File: src/hw/rtl/nar_pkg.sv
// nar_pkg: shared constants, codes and types of the no-adjacent-repeat rearranger
// no dependencies; used by every other file of the block
`default_nettype none

package nar_pkg;

    localparam int MAX_LEN     = 64;
    localparam int ALPHABET    = 26;
    localparam int LETTER_W    = 5;
    localparam int STATUS_W    = 2;
    localparam int LEN_W       = $clog2(MAX_LEN + 1);
    localparam int IDX_W       = $clog2(ALPHABET);
    localparam int QUEUE_DEPTH = 2;
    localparam int QPTR_W      = $clog2(QUEUE_DEPTH);

    typedef enum logic [STATUS_W-1:0] {
        STATUS_OK           = 2'd0,
        STATUS_NOT_POSSIBLE = 2'd1,
        STATUS_OVERFLOW     = 2'd2
    } status_t;

    // classified input beat handed from front to back
    typedef struct packed {
        logic                in_alpha;
        logic [LETTER_W-1:0] letter;
        logic                last;
    } cmd_t;

    typedef enum logic [2:0] {
        BACK_COLLECT,
        BACK_DECIDE,
        BACK_SCAN,
        BACK_EMIT,
        BACK_STATUS
    } back_state_t;

    typedef struct packed {
        logic collecting;
        logic bursting;
    } back_stat_t;

endpackage

`default_nettype wire

File: src/hw/rtl/nar_in_if.sv
// nar_in_if: input channel carrying one letter beat with valid/ready
// depends on nar_pkg for field widths
`default_nettype none

interface nar_in_if;
    logic                          valid;
    logic                          ready;
    logic [nar_pkg::LETTER_W-1:0]  letter;
    logic                          last_in;

    modport source (output valid, output letter, output last_in, input ready);
    modport sink   (input valid, input letter, input last_in, output ready);
endinterface

`default_nettype wire

File: src/hw/rtl/nar_out_if.sv
// nar_out_if: result channel carrying one emitted letter or status beat
// depends on nar_pkg for field widths
`default_nettype none

interface nar_out_if;
    logic                          valid;
    logic                          ready;
    logic [nar_pkg::LETTER_W-1:0]  out_letter;
    logic [nar_pkg::STATUS_W-1:0]  status;
    logic                          last_out;

    modport source (output valid, output out_letter, output status, output last_out,
                     input ready);
    modport sink   (input valid, input out_letter, input status, input last_out,
                     output ready);
endinterface

`default_nettype wire

File: src/hw/rtl/nar_front.sv
// nar_front: accepts letter beats, classifies them and queues them for the back end
// depends on nar_pkg and nar_in_if
`default_nettype none

module nar_front (
    input  logic           clk,
    input  logic           rst_n,
    nar_in_if.sink         letters,
    output nar_pkg::cmd_t  q_cmd,
    output logic           q_valid,
    input  logic           q_pop
);

    nar_pkg::cmd_t                 queue_reg [nar_pkg::QUEUE_DEPTH];
    logic [nar_pkg::QPTR_W-1:0]    wr_ptr_reg;
    logic [nar_pkg::QPTR_W-1:0]    wr_ptr_next;
    logic [nar_pkg::QPTR_W-1:0]    rd_ptr_reg;
    logic [nar_pkg::QPTR_W-1:0]    rd_ptr_next;
    logic [nar_pkg::QPTR_W:0]      fill_reg;
    logic [nar_pkg::QPTR_W:0]      fill_next;
    nar_pkg::cmd_t                 cmd_in;
    logic                          push;
    logic                          pop;

    assign letters.ready = (fill_reg != (nar_pkg::QPTR_W+1)'(nar_pkg::QUEUE_DEPTH));
    assign push          = letters.valid && letters.ready;
    assign q_valid       = (fill_reg != '0);
    assign pop           = q_pop && q_valid;
    assign q_cmd         = queue_reg[rd_ptr_reg];

    // letter codes beyond the alphabet are carried but not counted
    always_comb
    begin
        cmd_in.in_alpha = ({1'b0, letters.letter} <
                           (nar_pkg::LETTER_W+1)'(nar_pkg::ALPHABET));
        cmd_in.letter   = letters.letter;
        cmd_in.last     = letters.last_in;
    end

    always_comb
    begin
        wr_ptr_next = push ? wr_ptr_reg + 1'b1 : wr_ptr_reg;
        rd_ptr_next = pop  ? rd_ptr_reg + 1'b1 : rd_ptr_reg;
        fill_next   = fill_reg + (nar_pkg::QPTR_W+1)'(push) - (nar_pkg::QPTR_W+1)'(pop);
    end

    always_ff @(posedge clk or negedge rst_n)
    begin
        if (!rst_n)
        begin
            wr_ptr_reg <= '0;
            rd_ptr_reg <= '0;
            fill_reg   <= '0;
        end
        else
        begin
            wr_ptr_reg <= wr_ptr_next;
            rd_ptr_reg <= rd_ptr_next;
            fill_reg   <= fill_next;
        end
    end

    always_ff @(posedge clk)
    begin
        if (push)
        begin
            queue_reg[wr_ptr_reg] <= cmd_in;
        end
    end

endmodule

`default_nettype wire

File: src/hw/rtl/nar_back.sv
// nar_back: letter histogram, feasibility check and greedy emit burst with output register
// depends on nar_pkg and nar_out_if
`default_nettype none

module nar_back (
    input  logic                clk,
    input  logic                rst_n,
    input  nar_pkg::cmd_t       q_cmd,
    input  logic                q_valid,
    output logic                q_pop,
    nar_out_if.source           results,
    output nar_pkg::back_stat_t stat
);

    nar_pkg::back_state_t          state_reg;
    nar_pkg::back_state_t          state_next;

    logic [nar_pkg::LEN_W-1:0]     counts_reg [nar_pkg::ALPHABET];
    logic [nar_pkg::LEN_W-1:0]     counts_next [nar_pkg::ALPHABET];
    logic [nar_pkg::LEN_W-1:0]     total_reg;
    logic [nar_pkg::LEN_W-1:0]     total_next;
    logic [nar_pkg::LEN_W-1:0]     max_reg;
    logic [nar_pkg::LEN_W-1:0]     max_next;
    logic                          overflow_reg;
    logic                          overflow_next;
    logic [nar_pkg::IDX_W-1:0]     prev_reg;
    logic [nar_pkg::IDX_W-1:0]     prev_next;
    logic                          prev_valid_reg;
    logic                          prev_valid_next;
    logic [nar_pkg::IDX_W-1:0]     scan_idx_reg;
    logic [nar_pkg::IDX_W-1:0]     scan_idx_next;
    logic [nar_pkg::IDX_W-1:0]     best_idx_reg;
    logic [nar_pkg::IDX_W-1:0]     best_idx_next;
    logic [nar_pkg::LEN_W-1:0]     best_cnt_reg;
    logic [nar_pkg::LEN_W-1:0]     best_cnt_next;
    logic [nar_pkg::LEN_W-1:0]     placed_reg;
    logic [nar_pkg::LEN_W-1:0]     placed_next;

    logic                          out_valid_reg;
    logic                          out_valid_next;
    logic [nar_pkg::LETTER_W-1:0]  out_letter_reg;
    logic [nar_pkg::LETTER_W-1:0]  out_letter_next;
    nar_pkg::status_t              out_status_reg;
    nar_pkg::status_t              out_status_next;
    logic                          out_last_reg;
    logic                          out_last_next;

    logic [nar_pkg::IDX_W-1:0]     rd_idx;
    logic [nar_pkg::LEN_W-1:0]     rd_cnt;
    logic [nar_pkg::LEN_W-1:0]     inc_cnt;
    logic [nar_pkg::LEN_W-1:0]     half_len;
    logic                          out_free;
    logic                          do_count;
    logic                          set_ovf;
    logic                          infeasible;
    logic                          is_final;
    logic                          scan_end;
    logic                          cand;
    logic                          emit_go;
    logic                          status_go;
    logic                          clear_run;

    // shared count read port: letter address while collecting, scan index otherwise
    assign rd_idx   = (state_reg == nar_pkg::BACK_COLLECT) ?
                      q_cmd.letter[nar_pkg::IDX_W-1:0] : scan_idx_reg;
    assign rd_cnt   = ({1'b0, rd_idx} < (nar_pkg::IDX_W+1)'(nar_pkg::ALPHABET)) ?
                      counts_reg[rd_idx] : '0;
    assign inc_cnt  = rd_cnt + 1'b1;
    assign half_len = nar_pkg::LEN_W'(({1'b0, total_reg} + 1'b1) >> 1);

    assign out_free   = !out_valid_reg || results.ready;
    assign infeasible = (max_reg > half_len);
    assign is_final   = (placed_reg == total_reg - 1'b1);
    assign scan_end   = (scan_idx_reg == nar_pkg::IDX_W'(nar_pkg::ALPHABET - 1));
    assign cand       = (rd_cnt > best_cnt_reg) &&
                        !(prev_valid_reg && (prev_reg == scan_idx_reg));

    // next state
    always_comb
    begin
        state_next = state_reg;
        unique case (state_reg)
            nar_pkg::BACK_COLLECT:
            begin
                if (q_valid && q_cmd.last)
                begin
                    state_next = nar_pkg::BACK_DECIDE;
                end
            end
            nar_pkg::BACK_DECIDE:
            begin
                if (overflow_reg)
                begin
                    state_next = nar_pkg::BACK_STATUS;
                end
                else if (total_reg == '0)
                begin
                    state_next = nar_pkg::BACK_COLLECT;
                end
                else if (infeasible)
                begin
                    state_next = nar_pkg::BACK_STATUS;
                end
                else
                begin
                    state_next = nar_pkg::BACK_SCAN;
                end
            end
            nar_pkg::BACK_SCAN:
            begin
                if (scan_end)
                begin
                    state_next = nar_pkg::BACK_EMIT;
                end
            end
            nar_pkg::BACK_EMIT:
            begin
                if (out_free)
                begin
                    state_next = is_final ? nar_pkg::BACK_COLLECT : nar_pkg::BACK_SCAN;
                end
            end
            nar_pkg::BACK_STATUS:
            begin
                if (out_free)
                begin
                    state_next = nar_pkg::BACK_COLLECT;
                end
            end
            default:
            begin
                state_next = nar_pkg::BACK_COLLECT;
            end
        endcase
    end

    // control outputs
    always_comb
    begin
        q_pop     = (state_reg == nar_pkg::BACK_COLLECT) && q_valid;
        do_count  = q_pop && q_cmd.in_alpha &&
                    (total_reg < nar_pkg::LEN_W'(nar_pkg::MAX_LEN));
        set_ovf   = q_pop && q_cmd.in_alpha &&
                    (total_reg == nar_pkg::LEN_W'(nar_pkg::MAX_LEN));
        emit_go   = (state_reg == nar_pkg::BACK_EMIT) && out_free;
        status_go = (state_reg == nar_pkg::BACK_STATUS) && out_free;
        clear_run = ((state_reg == nar_pkg::BACK_DECIDE) && !overflow_reg &&
                     (total_reg == '0)) ||
                    (emit_go && is_final) || status_go;
        stat.collecting = (state_reg == nar_pkg::BACK_COLLECT);
        stat.bursting   = (state_reg == nar_pkg::BACK_SCAN) ||
                          (state_reg == nar_pkg::BACK_EMIT);
    end

    // datapath next values
    always_comb
    begin
        counts_next     = counts_reg;
        total_next      = total_reg;
        max_next        = max_reg;
        overflow_next   = overflow_reg;
        prev_next       = prev_reg;
        prev_valid_next = prev_valid_reg;
        scan_idx_next   = scan_idx_reg;
        best_idx_next   = best_idx_reg;
        best_cnt_next   = best_cnt_reg;
        placed_next     = placed_reg;

        if (do_count)
        begin
            counts_next[q_cmd.letter[nar_pkg::IDX_W-1:0]] = inc_cnt;
            total_next = total_reg + 1'b1;
            if (inc_cnt > max_reg)
            begin
                max_next = inc_cnt;
            end
        end
        if (set_ovf)
        begin
            overflow_next = 1'b1;
        end

        if (state_reg == nar_pkg::BACK_DECIDE)
        begin
            scan_idx_next = '0;
            best_cnt_next = '0;
            placed_next   = '0;
        end

        if (state_reg == nar_pkg::BACK_SCAN)
        begin
            if (cand)
            begin
                best_idx_next = scan_idx_reg;
                best_cnt_next = rd_cnt;
            end
            scan_idx_next = scan_end ? '0 : scan_idx_reg + 1'b1;
        end

        if (emit_go)
        begin
            counts_next[best_idx_reg] = counts_reg[best_idx_reg] - 1'b1;
            prev_next       = best_idx_reg;
            prev_valid_next = 1'b1;
            placed_next     = placed_reg + 1'b1;
            best_cnt_next   = '0;
        end

        if (clear_run)
        begin
            for (int i = 0; i < nar_pkg::ALPHABET; i++)
            begin
                counts_next[i] = '0;
            end
            total_next      = '0;
            max_next        = '0;
            overflow_next   = 1'b0;
            prev_next       = '0;
            prev_valid_next = 1'b0;
            scan_idx_next   = '0;
            best_cnt_next   = '0;
            placed_next     = '0;
        end
    end

    // output register
    always_comb
    begin
        out_valid_next  = out_valid_reg && !results.ready;
        out_letter_next = out_letter_reg;
        out_status_next = out_status_reg;
        out_last_next   = out_last_reg;
        if (emit_go)
        begin
            out_valid_next  = 1'b1;
            out_letter_next = nar_pkg::LETTER_W'(best_idx_reg);
            out_status_next = nar_pkg::STATUS_OK;
            out_last_next   = is_final;
        end
        else if (status_go)
        begin
            out_valid_next  = 1'b1;
            out_letter_next = '0;
            out_status_next = overflow_reg ? nar_pkg::STATUS_OVERFLOW :
                                             nar_pkg::STATUS_NOT_POSSIBLE;
            out_last_next   = 1'b1;
        end
    end

    assign results.valid      = out_valid_reg;
    assign results.out_letter = out_letter_reg;
    assign results.status     = out_status_reg;
    assign results.last_out   = out_last_reg;

    always_ff @(posedge clk or negedge rst_n)
    begin
        if (!rst_n)
        begin
            state_reg      <= nar_pkg::BACK_COLLECT;
            for (int i = 0; i < nar_pkg::ALPHABET; i++)
            begin
                counts_reg[i] <= '0;
            end
            total_reg      <= '0;
            max_reg        <= '0;
            overflow_reg   <= 1'b0;
            prev_reg       <= '0;
            prev_valid_reg <= 1'b0;
            scan_idx_reg   <= '0;
            best_cnt_reg   <= '0;
            placed_reg     <= '0;
            out_valid_reg  <= 1'b0;
        end
        else
        begin
            state_reg      <= state_next;
            counts_reg     <= counts_next;
            total_reg      <= total_next;
            max_reg        <= max_next;
            overflow_reg   <= overflow_next;
            prev_reg       <= prev_next;
            prev_valid_reg <= prev_valid_next;
            scan_idx_reg   <= scan_idx_next;
            best_cnt_reg   <= best_cnt_next;
            placed_reg     <= placed_next;
            out_valid_reg  <= out_valid_next;
        end
    end

    always_ff @(posedge clk)
    begin
        best_idx_reg   <= best_idx_next;
        out_letter_reg <= out_letter_next;
        out_status_reg <= out_status_next;
        out_last_reg   <= out_last_next;
    end

endmodule

`default_nettype wire

File: src/hw/rtl/no_adjacent_repeat_rearranger.sv
// no_adjacent_repeat_rearranger: top level joining the classifying front end and the emit back end
// depends on nar_pkg, nar_in_if, nar_out_if, nar_front, nar_back
//
//   channel   modport   beat fields                     meaning
//   letters   sink      letter[4:0], last_in            one letter of the string
//   results   source    out_letter[4:0], status[1:0],   one rearranged letter or one status
//                       last_out
//
// letters enter one per cycle into a two-beat queue while it has room; the back end counts
// one per cycle while collecting; at run end a decide state, then for each emitted letter a
// scan of the 26 count registers through one read port and an emit step that waits for a
// free output register; a status result takes the decide and the status state, an empty run
// only the decide state; reset clears all counts at once; a stalled result holds the back end
// but the queue keeps taking letters until full
`default_nettype none

module no_adjacent_repeat_rearranger (
    input  logic      clk,
    input  logic      rst_n,
    nar_in_if.sink    letters,
    nar_out_if.source results
);

    nar_pkg::cmd_t       q_cmd;
    logic                q_valid;
    logic                q_pop;
    nar_pkg::back_stat_t stat;

    nar_front u_front (
        .clk     (clk),
        .rst_n   (rst_n),
        .letters (letters),
        .q_cmd   (q_cmd),
        .q_valid (q_valid),
        .q_pop   (q_pop)
    );

    nar_back u_back (
        .clk     (clk),
        .rst_n   (rst_n),
        .q_cmd   (q_cmd),
        .q_valid (q_valid),
        .q_pop   (q_pop),
        .results (results),
        .stat    (stat)
    );

    // queue drains only while the back end is collecting
    a_pop_when_collecting: assert property (
        @(posedge clk) disable iff (!rst_n)
        q_pop |-> (stat.collecting && q_valid)
    ) else $error("queue popped outside collect");

    // a full queue always presents a beat to the back end
    a_full_has_beat: assert property (
        @(posedge clk) disable iff (!rst_n)
        !letters.ready |-> q_valid
    ) else $error("queue full but empty at output");

    // a status beat is the only beat of its run and carries letter zero
    a_status_beat: assert property (
        @(posedge clk) disable iff (!rst_n)
        (results.valid && (results.status != nar_pkg::STATUS_OK)) |->
            (results.last_out && (results.out_letter == '0))
    ) else $error("malformed status beat");

    // no letter is taken from the queue during a burst
    a_burst_holds_queue: assert property (
        @(posedge clk) disable iff (!rst_n)
        stat.bursting |-> !q_pop
    ) else $error("queue popped during burst");

endmodule

`default_nettype wire

File: src/flat_wrapper.sv
// flat-port wrapper written by rule: the top's interface ports become plain ports
module no_adjacent_repeat_rearranger_flat 
  (clk, rst_n, letters_valid, letters_letter, letters_last_in, letters_ready, results_valid, results_out_letter, results_status, results_last_out, results_ready);
  nar_in_if letters_i ();
  nar_out_if results_i ();
  input  logic clk;
  input  logic rst_n;
  input wire logic [$bits(letters_i.valid)-1:0] letters_valid;
  input wire logic [$bits(letters_i.letter)-1:0] letters_letter;
  input wire logic [$bits(letters_i.last_in)-1:0] letters_last_in;
  output wire logic [$bits(letters_i.ready)-1:0] letters_ready;
  output wire logic [$bits(results_i.valid)-1:0] results_valid;
  output wire logic [$bits(results_i.out_letter)-1:0] results_out_letter;
  output wire logic [$bits(results_i.status)-1:0] results_status;
  output wire logic [$bits(results_i.last_out)-1:0] results_last_out;
  input wire logic [$bits(results_i.ready)-1:0] results_ready;
  assign letters_i.valid = letters_valid;
  assign letters_i.letter = letters_letter;
  assign letters_i.last_in = letters_last_in;
  assign letters_ready = letters_i.ready;
  assign results_valid = results_i.valid;
  assign results_out_letter = results_i.out_letter;
  assign results_status = results_i.status;
  assign results_last_out = results_i.last_out;
  assign results_i.ready = results_ready;
  no_adjacent_repeat_rearranger u_core (.clk(clk), .rst_n(rst_n), .letters(letters_i), .results(results_i));
endmodule
File: config.mk
export PLATFORM = sky130hd
export DESIGN_NAME = no_adjacent_repeat_rearranger_flat
export DESIGN_NICKNAME = d
export VERILOG_FILES = /design/src/hw/rtl/nar_pkg.sv /design/src/hw/rtl/nar_in_if.sv /design/src/hw/rtl/nar_out_if.sv /design/src/hw/rtl/nar_front.sv /design/src/hw/rtl/nar_back.sv /design/src/hw/rtl/no_adjacent_repeat_rearranger.sv /design/src/flat_wrapper.sv
export SDC_FILE = /design/constraint.sdc
export NUM_CORES = 1
export LEC_CHECK = 0
export BUFFER_PORTS_ARGS = -buffer_cell sky130_fd_sc_hd__buf_4
export CORE_MARGIN = 8
export CORE_UTILIZATION = 49
export CTS_CLUSTER_SIZE = 30
export DETAILED_ROUTE_END_ITERATION = 8
export PLACE_DENSITY_LB_ADDON = 0.15
export SLEW_MARGIN = 20
export SYNTH_ARGS = -nofsm -noshare
export SYNTH_HDL_FRONTEND = slang
export SYNTH_SLANG_ARGS = --single-unit
export TNS_END_PERCENT = 10
File: constraint.sdc
create_clock -name clk -period 9.4 [get_ports clk]
set_clock_uncertainty 0.05 [all_clocks]
set_input_delay 2.35 -clock clk [delete_from_list [all_inputs] [get_ports clk]]
set_output_delay 2.35 -clock clk [all_outputs]
set_load 0.02 [all_outputs]
==> flow_summary_export.csv, run 1 <==
group,metric,value,unit
outcome,run_status,"finished clean",
synthesis,ys_warn_count,0,
synthesis,synth.distinct_cells,81,
timing,max_clock_freq,155,MHz
clock_network,cts_resized,0,
setup_path,endpoint_kind,"flip-flop",
floorplan,num_io_pins,20,
synthesis,synthArstFlopShare,89.5,%
placement,gp_congestion,1.04,
detailed_routing,wl_per_cell,28.5,microns
setup_path,cp_top_family,"compound AO/OA/AOI/OAI gates",
setup_path,cp.arrival,6870,ps
timing,fin_crit_sh,68.6,%
global_routing,grt_overflow,0,
run,maxCapViolCount,0,
setup_path,cpPeakStageDelay,820,ps
placement,placed_cells,2292,
timing,slew_viol_final,0,
final_layout,fin_cells,2349,
floorplan,start_util,49.4,%
synthesis,ys_seq_area_share,38.6,%
placement,hpwlAfterDp,45500,microns
clock_network,htreeDepth,1,
timing,fin_setup_tns,0,ps
synthesis,synth_top_family_by_area,"compound AO/OA/AOI/OAI gates",
setup_path,worst-path-max-fanout,43,
synthesis,syn_avg_cell_area,8.88,sq um
synthesis,synth_compound_gate_area_share,20.8,%
global_routing,grt_usage,32.0,%
synthesis,synth_nets,1952,
final_layout,area_delta_synth_final,8.30,%
setup_path,worstSetupStartpointType,"flip-flop",
synthesis,ys_ff_latch,257,
final_layout,final_cell_mix,"282 x nor2_1, 251 x nand2_1, 230 x dfrtp_1",
timing,slew_headroom,14.1,%
clock_network,cts_tree,"built",
clock_network,root_buffer,"clkbuf_16",
floorplan,die_area,0.0409,sq mm
detailed_routing,vias,16300,
synthesis,synthFlopType,"dfrtp_1",
detailed_routing,drc,0,
final_layout,layout-drive-gt1-share,10.9,%
timing,setup_violations,0,
timing,tightest_slew,1280,ps
clock_network,clk_latency,590,ps
setup_path,crit_slowest_cell,"nor3_4",
final_layout,mostFrequentLayoutCell,"nor2_1",
hold_path,holdCritPathClass,"reg2reg",
clock_network,clkSinkCount,257,
clock_network,clk_pin_slew,60,ps
synthesis,synthAdderAreaFrac,2.21,%
synthesis,synth-simple-area-share,19.9,%
floorplan,fp.coreArea,0.0344,sq mm
synthesis,synth_xor_area_share,2.10,%
global_routing,antenna_found_initial,1,
setup_path,cp_num_buf_inv,3,
clock_network,clk_path_buf_depth,3,
clock_network,cts_hold_buf,0,
placement,numPortBuffers,19,
setup_path,crit_type,"reg2reg",
final_layout,stdcell_area,0.0184,sq mm
global_routing,grt_pass1_wl,100000,microns
synthesis,synth_edf_count,25,
synthesis,mappedNetlistArea,0.0170,sq mm
clock_network,cts_buffers,30,
final_layout,finish.utilization,53.5,%
final_layout,largest_register_ff_count,182,
setup_path,cp_cell_sequence,"nor3_4 -> a21o_2 -> buf_4 -> nand2_1 -> a32oi_1 -> nand4_1 -> or3_1 -> inv_1 -> buf_4 -> nand3_1 -> o211ai_4 -> ha_1 -> nor2b_1 -> o21ai_0 -> o21ai_0 -> o221ai_1 -> mux2_2",
detailed_routing,avgViaCountPerCell,6.92,
synthesis,synthCells,1912,
timing,period_needed,6450,ps
timing,final_hold_viol_count,0,
detailed_routing,ant_nets,0,
final_layout,nFillCells,3213,
global_routing,grt_max_degree,127,
final_layout,nNetsFinal,1910,
synthesis,synthMuxAreaShare,12.0,%
timing,rsz0062_at_grt,"false",
placement,placed_cell_area,0.0174,sq mm
floorplan,die_w,202,microns
floorplan,die_h,202,microns
detailed_routing,wl,66800,microns
global_routing,grt_pass1_vias,15100,
setup_path,cp.required,9820,ps
floorplan,rows,68,
detailed_routing,first_pass_iters,6,
detailed_routing,drt_iter0_markers,2196,
clock_network,post_cts_buffers,0,
==> metal layers <==
layer	track usage, %	vias up	part of all wire (%)
li1	-	6952	-
met1	44.1	7942	40
met2	45.6	1101	42
met3	8.71	256	12
met4	16.0	2	6.2
met5	1.48	-	0.12
==> path summary, 6_finish.rpt <==
path / slack (ps) / to / depth (start not counted) / start
setup / recovery: 2950 / u_core.u_back.max_reg[5]$_DFFE_PN0P_ / 17 / u_core.u_back.state_reg[1]$_DFFE_PN0P_
hold / removal: 450 / u_core.u_front.wr_ptr_reg$_DFFE_PN0P_ / 1 / u_core.u_front.wr_ptr_reg$_DFFE_PN0P_
setup reg to reg: 2950 / u_core.u_back.max_reg[5]$_DFFE_PN0P_ / 17 / u_core.u_back.state_reg[1]$_DFFE_PN0P_
hold reg to reg: 450 / u_core.u_front.wr_ptr_reg$_DFFE_PN0P_ / 1 / u_core.u_front.wr_ptr_reg$_DFFE_PN0P_
max in group asynchronous: 6750 / u_core.u_back.counts_reg[154]$_DFF_PN0_ / 2 / rst_n
min in group asynchronous: 1590 / u_core.u_back.placed_reg[4]$_DFFE_PN0P_ / 1 / rst_n
==> through the flow <==
stage | hold WS [ps] | worst slack (ps)
floorplan | 373 | 4270
global placement | 429 | 3120
detailed placement | 433 | 3030
CTS | 446 | 3040
global route | 483 | 2510
finish | 451 | 2950
==> synthesized netlist by cell type (all sizes together) (4+ instances only) <==
| cell | number | area (sq um) |
|---|---|---|
| xor2 | 15 | 131 |
| ha | 30 | 375 |
| or2 | 6 | 37.5 |
| nor2b | 14 | 87.6 |
| nor2 | 284 | 1070 |
| mux2i | 78 | 781 |
| a32oi | 8 | 70.1 |
| buf | 48 | 318 |
| and2 | 13 | 81.3 |
| inv | 34 | 128 |
| edfxtp | 25 | 751 |
| nand3 | 59 | 295 |
| nor3 | 42 | 226 |
| o21ai | 171 | 867 |
| o311ai | 8 | 70.1 |
| a21oi | 93 | 477 |
| o2bb2ai | 4 | 35.0 |
| nand2 | 252 | 946 |
| a22o | 5 | 43.8 |
| o211ai | 33 | 262 |
| xnor2 | 24 | 225 |
| nand2b | 11 | 68.8 |
| a31oi | 4 | 25.0 |
| nand4 | 23 | 144 |
| a211oi | 72 | 553 |
| o221ai | 6 | 52.6 |
| o32ai | 50 | 528 |
| a21o | 4 | 30.0 |
| nor3b | 5 | 37.5 |
| mux2 | 10 | 113 |
| a221oi | 5 | 50.0 |
| o22ai | 21 | 131 |
| nand3b | 6 | 45.0 |
| dfrtp | 230 | 5760 |
| o21a | 10 | 75.1 |
| clkbuf | 77 | 289 |
| and3 | 21 | 133 |
| nor4bb | 4 | 40.0 |
| mux4 | 51 | 1150 |
| or3 | 12 | 85.1 |
==> logic make-up (layout without fill, tap and decap cells) <==
kind of cell / after synthesis / in the layout
xor gates and xnor gates: 39 / 39
muxes: 139 / 139
AOI/OAI and AO/OA: 523 / 523
DFF: 257 / 257
buffers and inverters: 162 / 143
adders and majority gates: 30 / 30
and+or+nand+nor: 762 / 762
other: 0 / 1
==> final cells by class <==
cell class / count / area, sq um / share of cell area (%)
Multi-Input combinational cell: 1493 / 9750 / 53.0
Sequential cell: 257 / 6550 / 35.6
Clock buffer: 40 / 830 / 4.51
Tap cell: 455 / 569 / 3.10
Timing Repair Buffer: 51 / 435 / 2.37
Inverter: 37 / 139 / 0.755
Clock inverter: 15 / 121 / 0.660
Antenna cell: 1 / 2.50 / 0.0136
==> worst register-to-register path: stages (launching register included) <==
cell and delay (ps):
dfrtp_1 590, nor3_4 820, a21o_2 620, buf_4 600, nand2_1 150, a32oi_1 260, nand4_1 100, or3_1 460
inv_1 120, buf_4 390, nand3_1 200, o211ai_4 230, ha_1 280, nor2b_1 130, o21ai_0 130, o21ai_0 100
o221ai_1 690, mux2_2 410
Power of run 1 is not shown: default switching activity piles up to over one toggle a cycle in this logic, so the estimate is an artifact.
==> run 2: changes to the inputs <==
==> constraint.sdc (replaced) <==
create_clock -name clk -period 5.85 [get_ports clk]
set_clock_uncertainty 0.05 [all_clocks]
set_input_delay 1.4625 -clock clk [delete_from_list [all_inputs] [get_ports clk]]
set_output_delay 1.4625 -clock clk [all_outputs]
set_load 0.02 [all_outputs]
==> run 2 against run 1 <==
  * Flip-flop and latch count stayed put
  * Register-to-register slack worse by 2500 ps
  * Global-route usage is 0.69 points higher
  * Final area is 2.0% higher
  * Via count hardly changed
  * Highest routed layer unchanged
  * Critical path depth is 4 lower
  * Wire length is 3.3% higher
==> flow_summary_export.csv, run 2 (synthesis gave the netlist of run 1 again) <==
group,metric,value,unit
outcome,run_status,"finished clean",
final_layout,multiInputGateArea,0.00974,sq mm
detailed_routing,wl,69100,microns
detailed_routing,drt_iter0_markers,2305,
clock_network,post_cts_buffers,0,
placement,numPortBuffers,19,
floorplan,start_util,49.4,%
final_layout,seq_area,0.00655,sq mm
floorplan,die_area,0.0409,sq mm
timing,setup_violations,0,
clock_network,cts_buffers,30,
timing,max_clock_freq,186,MHz
clock_network,root_buffer,"clkbuf_16",
clock_network,clk_path_buf_depth,3,
placement,hpwlAfterDp,47200,microns
timing,tightest_slew,1140,ps
timing,period_needed,5370,ps
floorplan,rows,68,
final_layout,nNetsFinal,1938,
timing,slew_headroom,24.3,%
final_layout,final_cell_mix,"283 x nor2_1, 252 x nand2_1, 230 x dfrtp_1",
setup_path,cp.required,6280,ps
timing,fin_crit_sh,91.8,%
final_layout,n_antenna_cell,0,
global_routing,grt_max_degree,109,
global_routing,grt_usage,32.7,%
clock_network,htreeDepth,1,
setup_path,cp.arrival,5800,ps
final_layout,layout-drive-gt1-share,12.4,%
floorplan,die_h,202,microns
clock_network,cts_hold_buf,0,
timing,hold_slack,458,ps
final_layout,mostFrequentLayoutCell,"nor2_1",
timing,fin_setup_tns,0,ps
detailed_routing,avgViaCountPerCell,6.84,
global_routing,antenna_found_initial,1,
detailed_routing,first_pass_iters,6,
global_routing,grt_overflow,0,
global_routing,grt_pass1_vias,15200,
timing,final_hold_viol_count,0,
setup_path,crit_type,"reg2reg",
global_routing,grt_pass1_wl,101000,microns
run,maxCapViolCount,0,
hold_path,holdCritPathClass,"reg2reg",
setup_path,endpoint_kind,"flip-flop",
final_layout,largest_register_ff_count,182,
clock_network,clk_latency,580,ps
clock_network,cts_resized,0,
placement,gp_congestion,1.03,
setup_path,worst-path-max-fanout,25,
floorplan,die_w,202,microns
clock_network,cts_tree,"built",
detailed_routing,drc,0,
clock_network,clk_pin_slew,70,ps
detailed_routing,ant_nets,0,
timing,slew_viol_final,0,
final_layout,area_delta_synth_final,10.4,%
detailed_routing,vias,16300,
final_layout,nFillCells,3177,
floorplan,fp.coreArea,0.0344,sq mm
floorplan,num_io_pins,20,
timing,rsz0062_at_grt,"false",
detailed_routing,wl_per_cell,29.1,microns
clock_network,clkSinkCount,257,
setup_path,worstSetupStartpointType,"flip-flop",
## run 2: final cells by class
type / instances / area share, %
inverter: 37 / 0.741
clock inverter: 22 / 1.76
sequential: 257 / 34.9
multi-input combinational: 1493 / 51.9
tap: 455 / 3.04
clock buffer: 34 / 4.20
timing repair buffer: 79 / 3.40
## run 2: worst max-delay path, stage by stage (launching register included)
cell      delay, ps
dfrtp_1         490
mux2_2          360
a21o_2          610
buf_4           460
mux2i_1         130
a32oi_1         260
nand4_1         150
or3_4           450
inv_2           100
ha_1            430
clkinv_1        970
o21ai_0         440
nor2_1           70
a211oi_1        240
## run 2: worst paths after layout
check | depth (start not counted) | to | from | slack [ps]
worst max-delay path | 13 | u_core.u_back.counts_reg[169]$_DFF_PN0_ | u_core.u_front.rd_ptr_reg$_DFFE_PN0P_ | 480
min in group asynchronous | 1 | u_core.u_back.placed_reg[6]$_DFFE_PN0P_ | rst_n | 840
worst min-delay path | 1 | u_core.u_front.wr_ptr_reg$_DFFE_PN0P_ | u_core.u_front.wr_ptr_reg$_DFFE_PN0P_ | 460
max in group asynchronous | 2 | u_core.u_back.counts_reg[116]$_DFF_PN0_ | rst_n | 3800
worst max register to register | 13 | u_core.u_back.counts_reg[169]$_DFF_PN0_ | u_core.u_front.rd_ptr_reg$_DFFE_PN0P_ | 480
worst min register to register | 1 | u_core.u_front.wr_ptr_reg$_DFFE_PN0P_ | u_core.u_front.wr_ptr_reg$_DFFE_PN0P_ | 460
## run 2: metal layers
layer  track usage [%]  up-vias  wire, microns
li1                  -     7010              -
met1              45.2     7962          28200
met2              47.8     1067          29200
met3              8.21      217           7940
met4              14.9        2           3710
met5                 0        -             13
## run 2: metrics by stage
step	util, %	cells	setup WS [ps]	area, sq um
5_1_grt	54.5	2377	280	18700
3_3_place_gp	51.3	2321	737	17600
6_report	54.5	2377	477	18700
4_1_cts	54.5	2377	629	18700
3_5_place_dp	51.3	2321	673	17600
2_1_floorplan	-	1912	715	17000
Power of run 2 is left out for the same reason.
